$ cat config.mk
export PLATFORM = sky130hd
export DESIGN_NAME = glsw_step
export DESIGN_NICKNAME = d
export VERILOG_FILES = /design/src/rtl/glsw_pkg.sv /design/src/rtl/glsw_step.sv
export SDC_FILE = /design/constraint.sdc
export NUM_CORES = 1
export LEC_CHECK = 0
export BUFFER_PORTS_ARGS = -buffer_cell sky130_fd_sc_hd__buf_2
export CAP_MARGIN = 20
export CORE_UTILIZATION = 60
export DETAILED_ROUTE_END_ITERATION = 6
export GPL_TIMING_DRIVEN = 0
export PLACE_DENSITY = 0.95
export SETUP_SLACK_MARGIN = 0.3
export SLEW_MARGIN = 20
export SYNTH_ARGS = -nofsm -noshare
export SYNTH_HDL_FRONTEND = slang
export SYNTH_SLANG_ARGS = --single-unit
$ cat constraint.sdc
create_clock -name vclk -period 7.6
set_input_delay 0.38 -clock vclk [all_inputs]
set_output_delay 0.38 -clock vclk [all_outputs]
set_load 0.05 [all_outputs]
$ cat src/rtl/glsw_pkg.sv
// Shared types, codes and sizes for the grid line-of-sight walker.
package glsw_pkg;

  // Field widths fixed by the transaction format.
  localparam int COORD_W  = 6;
  localparam int STEP_W   = 7;
  localparam int ERR_W    = 8;
  localparam int OUTCOME_W = 2;

  // Default map size.
  localparam int MAP_WIDTH_DEF  = 64;
  localparam int MAP_HEIGHT_DEF = 64;

  // Command opcodes.
  localparam logic OP_WRITE = 1'b0;
  localparam logic OP_QUERY = 1'b1;

  // Layer select codes.
  localparam logic LAYER_BLOCKING = 1'b0;
  localparam logic LAYER_SHADOW   = 1'b1;

  // Query outcome codes.
  typedef enum logic [OUTCOME_W-1:0] {
    OUTCOME_REACHED   = 2'd0,
    OUTCOME_BLOCKED   = 2'd1,
    OUTCOME_EXHAUSTED = 2'd2
  } outcome_t;

  // Sequencer states.
  typedef enum logic [2:0] {
    ST_CLEAR,
    ST_IDLE,
    ST_SETUP,
    ST_WALK,
    ST_DONE
  } state_t;

  // Tile map write port.
  typedef struct packed {
    logic               en;
    logic               layer;
    logic [COORD_W-1:0] x;
    logic [COORD_W-1:0] y;
    logic               value;
  } map_wr_t;

  // Tile map read port.
  typedef struct packed {
    logic               layer;
    logic [COORD_W-1:0] x;
    logic [COORD_W-1:0] y;
  } map_rd_t;

  // Operands of one line step.
  typedef struct packed {
    logic [COORD_W-1:0] x;
    logic [COORD_W-1:0] y;
    logic [ERR_W-1:0]   err;
    logic [COORD_W-1:0] dx;
    logic [COORD_W-1:0] dy;
    logic               sx_neg;
    logic               sy_neg;
  } step_in_t;

  // Result of one line step.
  typedef struct packed {
    logic [COORD_W-1:0] x;
    logic [COORD_W-1:0] y;
    logic [ERR_W-1:0]   err;
  } step_out_t;

endpackage

$ cat src/rtl/glsw_step.sv
// One Bresenham step: error-term compares, error update and coordinate move.
module glsw_step
  import glsw_pkg::*;
(
  input  step_in_t  si,
  output step_out_t so
);

  logic signed [ERR_W:0] e2;
  logic signed [ERR_W:0] dx_s;
  logic signed [ERR_W:0] dy_s;
  logic signed [ERR_W:0] err_s;
  logic signed [ERR_W:0] err_upd;
  logic                  move_x;
  logic                  move_y;

  assign e2    = $signed({si.err, 1'b0});
  assign dx_s  = $signed({(ERR_W + 1 - COORD_W)'(0), si.dx});
  assign dy_s  = $signed({(ERR_W + 1 - COORD_W)'(0), si.dy});
  assign err_s = $signed({si.err[ERR_W-1], si.err});

  // Decide the axes to advance on.
  assign move_x = e2 > -dy_s;
  assign move_y = e2 < dx_s;

  // Error update stays within the error register's range on any line in the map.
  always_comb begin
    err_upd = err_s;
    if (move_x) begin
      err_upd = err_upd - dy_s;
    end
    if (move_y) begin
      err_upd = err_upd + dx_s;
    end
  end
  assign so.err = err_upd[ERR_W-1:0];

  // Coordinate moves by one tile in the line's direction.
  always_comb begin
    so.x = si.x;
    so.y = si.y;
    if (move_x) begin
      so.x = si.sx_neg ? si.x - COORD_W'(1) : si.x + COORD_W'(1);
    end
    if (move_y) begin
      so.y = si.sy_neg ? si.y - COORD_W'(1) : si.y + COORD_W'(1);
    end
  end

endmodule

# Word-level counts from Yosys, hierarchy flattened
# Cells that the tools add are included.
[totals] ff_bits=0 input_bits=34 output_inout_bits=20 wordCells=15
[op_classes] n_addsub=7 n_lt_le_gt_ge=2 muxes=6
[op_table] operator="$mux W6" count=4
[op_table] operator="$mux W8" count=2
[op_table] operator="$add A6 B1 Y6 const B" count=2
[op_table] operator="$sub A6 B1 Y6 const B" count=2
[op_table] operator="$gt A9 B9 Y1" count=1
[op_table] operator="$lt A9 B7 Y1" count=1
[op_table] operator="$neg A6 Y9" count=1
[op_table] operator="$add A8 B7 Y8" count=1
[op_table] operator="$sub A8 B7 Y8" count=1

# Depth between registers and ports, before layout
# Gate-level depths: netlist (run 1).
[depth] depth_word=5 depth_mapped=20 depth_no_buf=19

# Worst setup path after synthesis (run 1)
# Ideal clock, no wire load.
[synth_timing] path_type="input-to-output" startpoint="input si[3] (netlist bit)" endpoint="output so[6] (netlist bit)" t_arrival_ps=4362 required_time_ps=7220 path_slack_ps=2858 cell_stages=19 n_path_buf=1 cell_sequence="inv_1 > ha_1 > nand3_1 > xnor2_1 > ha_1 > and4_4 > a31oi_4 > nor2b_4 > buf_6 > and2_1 > nor2_1 > ha_1 > fa_1 > a211oi_1 > nor2_1 > o21a_1 > o21ai_1 > xor2_1 > xnor2_1"
[synth_lines] item="start, declared" line_no="glsw_step.sv:5" rtl="input step_in_t si,"
[synth_lines] item="end, declared" line_no="glsw_step.sv:6" rtl="output step_out_t so"

==> flow_metrics.tcl, run 1 <==
set metrics [dict create \
    outcome "finished, final reports clean" \
    die_w_um 56.5 \
    setup_viol 0 \
    cp_max_fo 10 \
    die_h_um 56.5 \
    fp.dieArea_um2 3190 \
    period_needed_ns 4.87 \
    report.final.slew_viol_count 0 \
    grt_start_max_net_pins 11 \
    grt_antenna_before_repair 0 \
    post_cts_buffers 0 \
    grt_pass1_vias 1772 \
    arrival_ns 4.49 \
    n_fill_cell 212 \
    netlist-cell-type-count 48 \
    syn_inst 235 \
    finalHoldViolCount 0 \
    port_buffers 54 \
    synthToLayoutAreaGrowth_pct 17.3 \
    antenna_cells 0 \
    ant_nets 0 \
    grt-ovfl-total 0 \
    initial_core_util_pct 64.1 \
    ir_drop_uv 121 \
    yosys_warnings 0 \
    routabilityCongestion 0.854 \
    ys_seq_area_share_pct 0 \
    num_vias 1879 \
    fmax_mhz 205 \
    setup.worst_path.start_class "primary input" \
    leakage_nw 1.13 \
    wire_per_inst_um 13.0 \
    nClkBuffers 0 \
    slew_headroom_pct 68.3 \
    worst_pin_slew_ns 0.472 \
    drt-initial-drc-count 66 \
    setup_tns_ns 0 \
    cts_resized 0 \
    holdCritPathClass "in -> out" \
    power_density_nw_per_um2 139 \
    grt_usage_pct 26.8 \
    maxCapViolations 0 \
    seq_cells 0 \
    io-pin-count 54 \
    critPathRequiredTime_ns 7.22 \
    syn_nets 308 \
    postLayoutSetupSlackWorst_ns 2.73 \
    rows 19 \
    register_area_um2 0 \
    core_um2 2780 \
    hpwl_um 3670 \
    rsz0062_at_grt "no" \
    synth_area_per_cell_um2 7.59 \
    totalWireLength_um 4170 \
    crit_type "in -> out" \
    mostFrequentLayoutCells "buf_2, ha_1, inv_1" \
    final_layout_size_suffix_gt1_share_pct 26.0 \
    netlist_area_um2 1780 \
    grt_first_pass_wirelength_um 7200 \
    finalCritPeriodShare_pct 64.1 \
    avgViaCountPerCell 5.87 \
    end_kind "output pin" \
    first_pass_iters 4 \
    cts_hold_buf 0 \
    dp_slack_ns 2.77 \
    drcViolationCount 0 \
    final_common_cell "buf_2" \
    multi_input_area_um2 1640 \
    nets 364 \
]
==> power breakdown <==
group	switching (mW)	leakage (nW)	total (mW)	internal, mW
Sequential	0	0	0	0
Clock	0	0	0	0
Combinational	0.189	1.13	0.290	0.101
Total	0.189	1.13	0.290	0.101
==> critical path: stages <==
cell and delay, ns:
buf_2 0.10, inv_1 0.15, ha_1 0.25, nand3_1 0.11
xnor2_1 0.14, ha_1 0.32, and4_4 0.22, a31oi_4 0.25
nor2b_4 0.25, buf_6 0.17, and2_1 0.17, nor2_1 0.06
ha_1 0.22, fa_1 0.45, a211oi_1 0.23, nor2_1 0.10
o21a_1 0.17, o21ai_1 0.14, xor2_1 0.20, xnor2_1 0.14
buf_2 0.28
==> worst paths after layout <==
path	startpoint	to	slack, ns	depth (start not counted)
setup / recovery	si[3]	so[6]	2.73	21
hold / removal	si[33]	so[19]	1.10	3
==> cell type report <==
type | instances | area share [%]
multi-input cells | 199 | 78.2
repair buffers | 54 | 12.9
inverters | 32 | 5.74
well taps | 31 | 1.85
plain buffers | 4 | 1.32
==> cells in the mapped netlist, drive strengths merged, types with 2 or more instances <==
master	number	area (µm²)
nand4	3	18.8
nand2b	4	32.5
and2	2	12.5
o41ai	2	17.5
inv	32	120
nand2	5	18.8
and3	3	18.8
fa	4	80.1
buf	3	23.8
xor2	5	43.8
a21o	9	67.6
a31oi	2	27.5
o211ai	3	22.5
a211oi	4	30.0
and4	2	20.0
nor2	21	78.8
mux2	11	139
nor2b	2	20.0
o21ai	14	77.6
o21a	3	22.5
mux2i	3	30.0
xnor2	16	140
a21oi	20	111
nor3	9	45.0
nand3	7	35.0
ha	35	438
==> logic make-up (layout without fill, tap and decap cells) <==
group / after synthesis / in the layout / synth area share [%]
buffers and inverters: 36 / 90 / 8.28
XOR/XNOR: 21 / 21 / 10.3
AND/OR/NAND/NOR: 64 / 64 / 19.7
AO/OA/AOI/OAI: 61 / 61 / 23.2
adder cells (fa/ha/maj): 39 / 39 / 29.1
multiplexers: 14 / 14 / 9.47
==> routing by layer <==
layer | GRT usage, % | up-vias | wire length, µm
met5 | 0 | - | 0
met4 | 2.44 | 0 | 0
met3 | 0.461 | 0 | 136
met2 | 53.1 | 50 | 2260
met1 | 32.9 | 875 | 1780
li1 | - | 954 | -
==> stage by stage <==
stage	hold slack, ns	utilization, %	instance area [µm²]	cells	power [mW]
global route	1.12	75.2	2090	320	0.313
finish	1.10	75.2	2090	320	0.290
detailed placement	1.10	75.2	2090	320	0.287
global placement	1.10	75.2	2090	320	0.279
floorplan	1.04	-	1780	235	0.226
CTS	1.10	75.2	2090	320	0.289
Power figures use the tool's default switching activity.
==> inputs of run 2 (changes only) <==
Settings changed: CORE_UTILIZATION 60 to 55.
Clock period 7.6 ns to 4.7 ns, I/O delays scaled along.
==> run 2 against run 1 <==
Via count is essentially flat. Non-clock buffer count grew 5. Sequential share of layout area is the same. Routed wire length grew 2.2%. Critical path depth is the same. First-iteration DRC count grew 38%. Clock-buffer cell count is the same. Power grew 68%.
==> flow_metrics.tcl, run 2 (same netlist as run 1, synthesis figures left out) <==
set metrics [dict create \
    outcome "finished, final reports clean" \
    cp_max_fo 10 \
    die_h_um 58.9 \
    routabilityCongestion 0.820 \
    final_common_cell "buf_2" \
    drcViolationCount 0 \
    initial_core_util_pct 58.4 \
    grt_usage_pct 25.0 \
    grt_pass1_vias 1787 \
    core_um2 3050 \
    report.final.slew_viol_count 0 \
    finalHoldViolCount 0 \
    slowest_stage "fa_2" \
    setup_viol 0 \
    period_needed_ns 4.27 \
    fp.dieArea_um2 3470 \
    wire_per_inst_um 12.6 \
    mostFrequentLayoutCells "buf_2, ha_1, inv_1" \
    grt-ovfl-total 0 \
    grt_start_max_net_pins 11 \
    slew_headroom_pct 77.2 \
    wl_met3_um 178 \
    maxCapViolations 0 \
    die_w_um 58.9 \
    setup_tns_ns 0 \
    register_area_um2 0 \
    hpwl_um 3590 \
    ant_nets 0 \
    end_kind "output pin" \
    holdCritPathClass "in -> out" \
    path_cells "buf_2 -> inv_1 -> ha_2 -> nand3_1 -> xnor2_1 -> ha_1 -> and4_4 -> a31oi_4 -> nor2b_4 -> buf_6 -> and2_1 -> nor2_1 -> ha_1 -> fa_2 -> a211oi_2 -> nor2_1 -> o21a_1 -> o21ai_1 -> xor2_1 -> xnor2_2 -> buf_6" \
    port_buffers 54 \
    totalWireLength_um 4270 \
    grt_antenna_before_repair 0 \
    leakage_nw 1.17 \
    nClkBuffers 0 \
    grt_first_pass_wirelength_um 7010 \
    setup.worst_path.start_class "primary input" \
    drt-initial-drc-count 91 \
    n_fill_cell 255 \
    arrival_ns 4.03 \
    holdWs_ns 0.819 \
    fmax_mhz 234 \
    drt-met1-wl_um 1870 \
    fin_total_pwr_uw 486 \
    avgViaCountPerCell 5.56 \
    finalCritPeriodShare_pct 90.8 \
    num_vias 1880 \
    top_layer "met4" \
    crit_type "in -> out" \
    antenna_cells 0 \
    final_area_um2 2190 \
    dp_slack_ns 0.118 \
    cts_hold_buf 0 \
    power_density_nw_per_um2 222 \
    seq_cells 0 \
    io-pin-count 54 \
    critPathRequiredTime_ns 4.47 \
    met2WireLength_um 2180 \
    rsz0062_at_grt "yes" \
    nets 369 \
    rows 20 \
    slowest_delay_ns 0.39 \
    ir_drop_uv 109 \
    postLayoutSetupSlackWorst_ns 0.434 \
    synthToLayoutAreaGrowth_pct 22.8 \
    final_layout_size_suffix_gt1_share_pct 29.9 \
    dpl-instance-area_um2 2120 \
    worst_pin_slew_ns 0.340 \
    first_pass_iters 5 \
]
run 2: through the flow:
stage,util (%),std cells
final,71.7,338
after global routing,71.7,338
after CTS,69.8,334
after detailed placement,69.3,333
after global placement,69.3,333
after floorplan,-,235
run 2: where the power goes:
part | internal, mW | switching (mW)
clock | 0 | 0
sequential | 0 | 0
combinational | 0.175 | 0.311
total | 0.175 | 0.311
run 2: cell type report:
type | count | area, µm² | share of cell area, %
inverters | 32 | 120 | 5.49
repair buffers | 59 | 314 | 14.3
multi-input cells | 199 | 1670 | 76.4
well taps | 44 | 55.1 | 2.51
plain buffers | 4 | 27.5 | 1.26
run 2: metal layers:
metal	vias to the layer above	track usage, %
met1	852	30.0
met3	4	0.879
met2	65	49.5
met5	-	0
li1	959	-
met4	0	3.40
run 2: timing repair:
| item | 4_1_cts | 5_1_grt |
|---|---|---|
| pin swaps | 0 | 3 |
| setup buffers | 1 | 4 |
| gates resized for setup | 4 | 6 |
| setup endpoints to repair | 1 | 3 |
run 2: path summary, 6_finish.rpt:
check / startpoint / to / slack (ns) / depth (start not counted)
worst max-delay path: si[2] / so[6] / 0.43 / 21
worst min-delay path: si[27] / so[13] / 0.82 / 3
run 2: worst max-delay path: cells and delay by family:
family | cells | cell delay [ns]
simple gates | 6 | 0.82
compound gates | 4 | 0.73
buf+inv | 4 | 0.53
xor+xnor | 3 | 0.51
fa+ha+maj | 4 | 1.20
==> inputs of run 3 (changes only) <==
Settings changed: GPL_ROUTABILITY_DRIVEN set to 0, RECOVER_POWER set to 25.
Clock period 4.7 ns to 4.15 ns, I/O delays scaled along.
==> run 3 against run 2 <==
Cell count increased by 2.7%. Via count rose by 9.7%. Global-route usage increased by 3.4 points. Die area stayed put. Non-clock buffer count rose by 9. Sequential share of layout area unchanged. Hold slack got worse by 0.064 ns. Flip-flop and latch count unchanged. Power increased by 33%. Setup slack worse by 0.29 ns. Critical path type unchanged. Critical endpoint unchanged. Largest power group unchanged.
==> flow_metrics.tcl, run 3 (same netlist as run 1, synthesis figures left out) <==
set metrics [dict create \
    outcome "finished, final reports clean" \
    die_w_um 58.9 \
    rsz0062_at_grt "yes" \
    final_layout_size_suffix_gt1_share_pct 38.9 \
    register_area_um2 0 \
    avgViaCountPerCell 5.94 \
    fmax_mhz 249 \
    antenna_cells 0 \
    grt-ovfl-total 0 \
    grt_usage_pct 28.4 \
    period_needed_ns 4.01 \
    setup_viol 0 \
    fin_cells 347 \
    fp.dieArea_um2 3470 \
    setup.worst_path.start_class "primary input" \
    grt_antenna_before_repair 0 \
    end_kind "output pin" \
    slew_headroom_pct 56.5 \
    postLayoutSetupSlackWorst_ns 0.141 \
    dp.cells 333 \
    seq_cells 0 \
    drt-initial-drc-count 135 \
    die_h_um 58.9 \
    crit_type "in -> out" \
    ir_drop_uv 171 \
    rows 20 \
    totalWireLength_um 5670 \
    power_density_nw_per_um2 261 \
    leakage_nw 1.24 \
    drcViolationCount 0 \
    grt_first_pass_wirelength_um 7870 \
    first_pass_iters 5 \
    num_vias 2062 \
    core_um2 3050 \
    hpwl_um 3550 \
    report.final.slew_viol_count 0 \
    finalHoldViolCount 0 \
    arrival_ns 3.80 \
    grt_start_max_net_pins 11 \
    wire_per_inst_um 16.4 \
    cp_max_fo 4 \
    mostFrequentLayoutCells "buf_2, inv_1, ha_1" \
    final_common_cell "buf_2" \
    io-pin-count 54 \
    holdCritPathClass "in -> out" \
    ant_nets 0 \
    finalCritPeriodShare_pct 96.6 \
    port_buffers 54 \
    initial_core_util_pct 58.4 \
    synthToLayoutAreaGrowth_pct 39.5 \
    maxCapViolations 0 \
    dp_slack_ns -0.354 \
    critPathRequiredTime_ns 3.94 \
    worst_pin_slew_ns 0.653 \
    grt_pass1_vias 1841 \
    nets 378 \
    nClkBuffers 0 \
]
run 3: repair_timing:
action | CTS | global route
setup buffers | 13 | 1
hold buffers | 0 | 0
cloned | 0 | 0
endpoints found under the hold margin | 0 | 0
resized for setup | 25 | 29
pin swaps | 22 | 18
setup endpoints to repair | 4 | 4
run 3: per-stage QoR:
step	power, mW	utilization [%]	instance area, µm²	TNS, ns	hold WS (ns)
3_5_place_dp	0.548	71.3	2180	-0.354	0.759
2_1_floorplan	0.435	-	1850	0	0.693
5_1_grt	0.685	81.5	2490	-0.0393	0.769
6_report	0.649	81.5	2490	0	0.755
3_3_place_gp	0.534	71.3	2180	-0.276	0.754
4_1_cts	0.586	77.6	2370	0	0.759
run 3: critical path, cell delays in order:
cell      delay, ns
buf_8          0.10
nor3_4         0.24
nand3_2        0.16
xnor2_2        0.16
ha_1           0.31
and2_4         0.15
a31oi_4        0.16
nor2b_4        0.21
buf_6          0.15
and2_4         0.17
nor2_4         0.04
ha_4           0.16
fa_2           0.36
a211oi_2       0.19
nor2_1         0.09
o21a_1         0.19
o21ai_2        0.17
xor2_2         0.26
xnor2_4        0.15
buf_6          0.17
run 3: final timing paths:
check / start / endpoint / slack [ns] / cells after the start
setup / recovery: si[5] / so[6] / 0.14 / 20
hold / removal: si[27] / so[13] / 0.75 / 3
run 3: final cells by class:
type               instances  area, µm²
multi-input cells        199       1850
plain buffers              4       26.3
fillers                  189        566
repair buffers            68        425
well taps                 44       55.1
inverters                 32        126
run 3: per-layer routing:
metal  vias to the layer above  routed length (µm)  part of all wire, %  track usage [%]
met5                         -                   0                    0                0
met4                         0                 157                  2.8             5.10
met3                        24                 546                  9.6             3.30
met2                       125                2820                   50             51.3
met1                       932                2150                   38             36.2
li1                        981                   -                    -                -
run 3: power by group:
part           switching [mW]  total, mW  leakage (nW)  internal [mW]
combinational           0.398      0.649          1.24          0.250
sequential                  0          0             0              0
clock                       0          0             0              0
total                   0.398      0.649          1.24          0.250
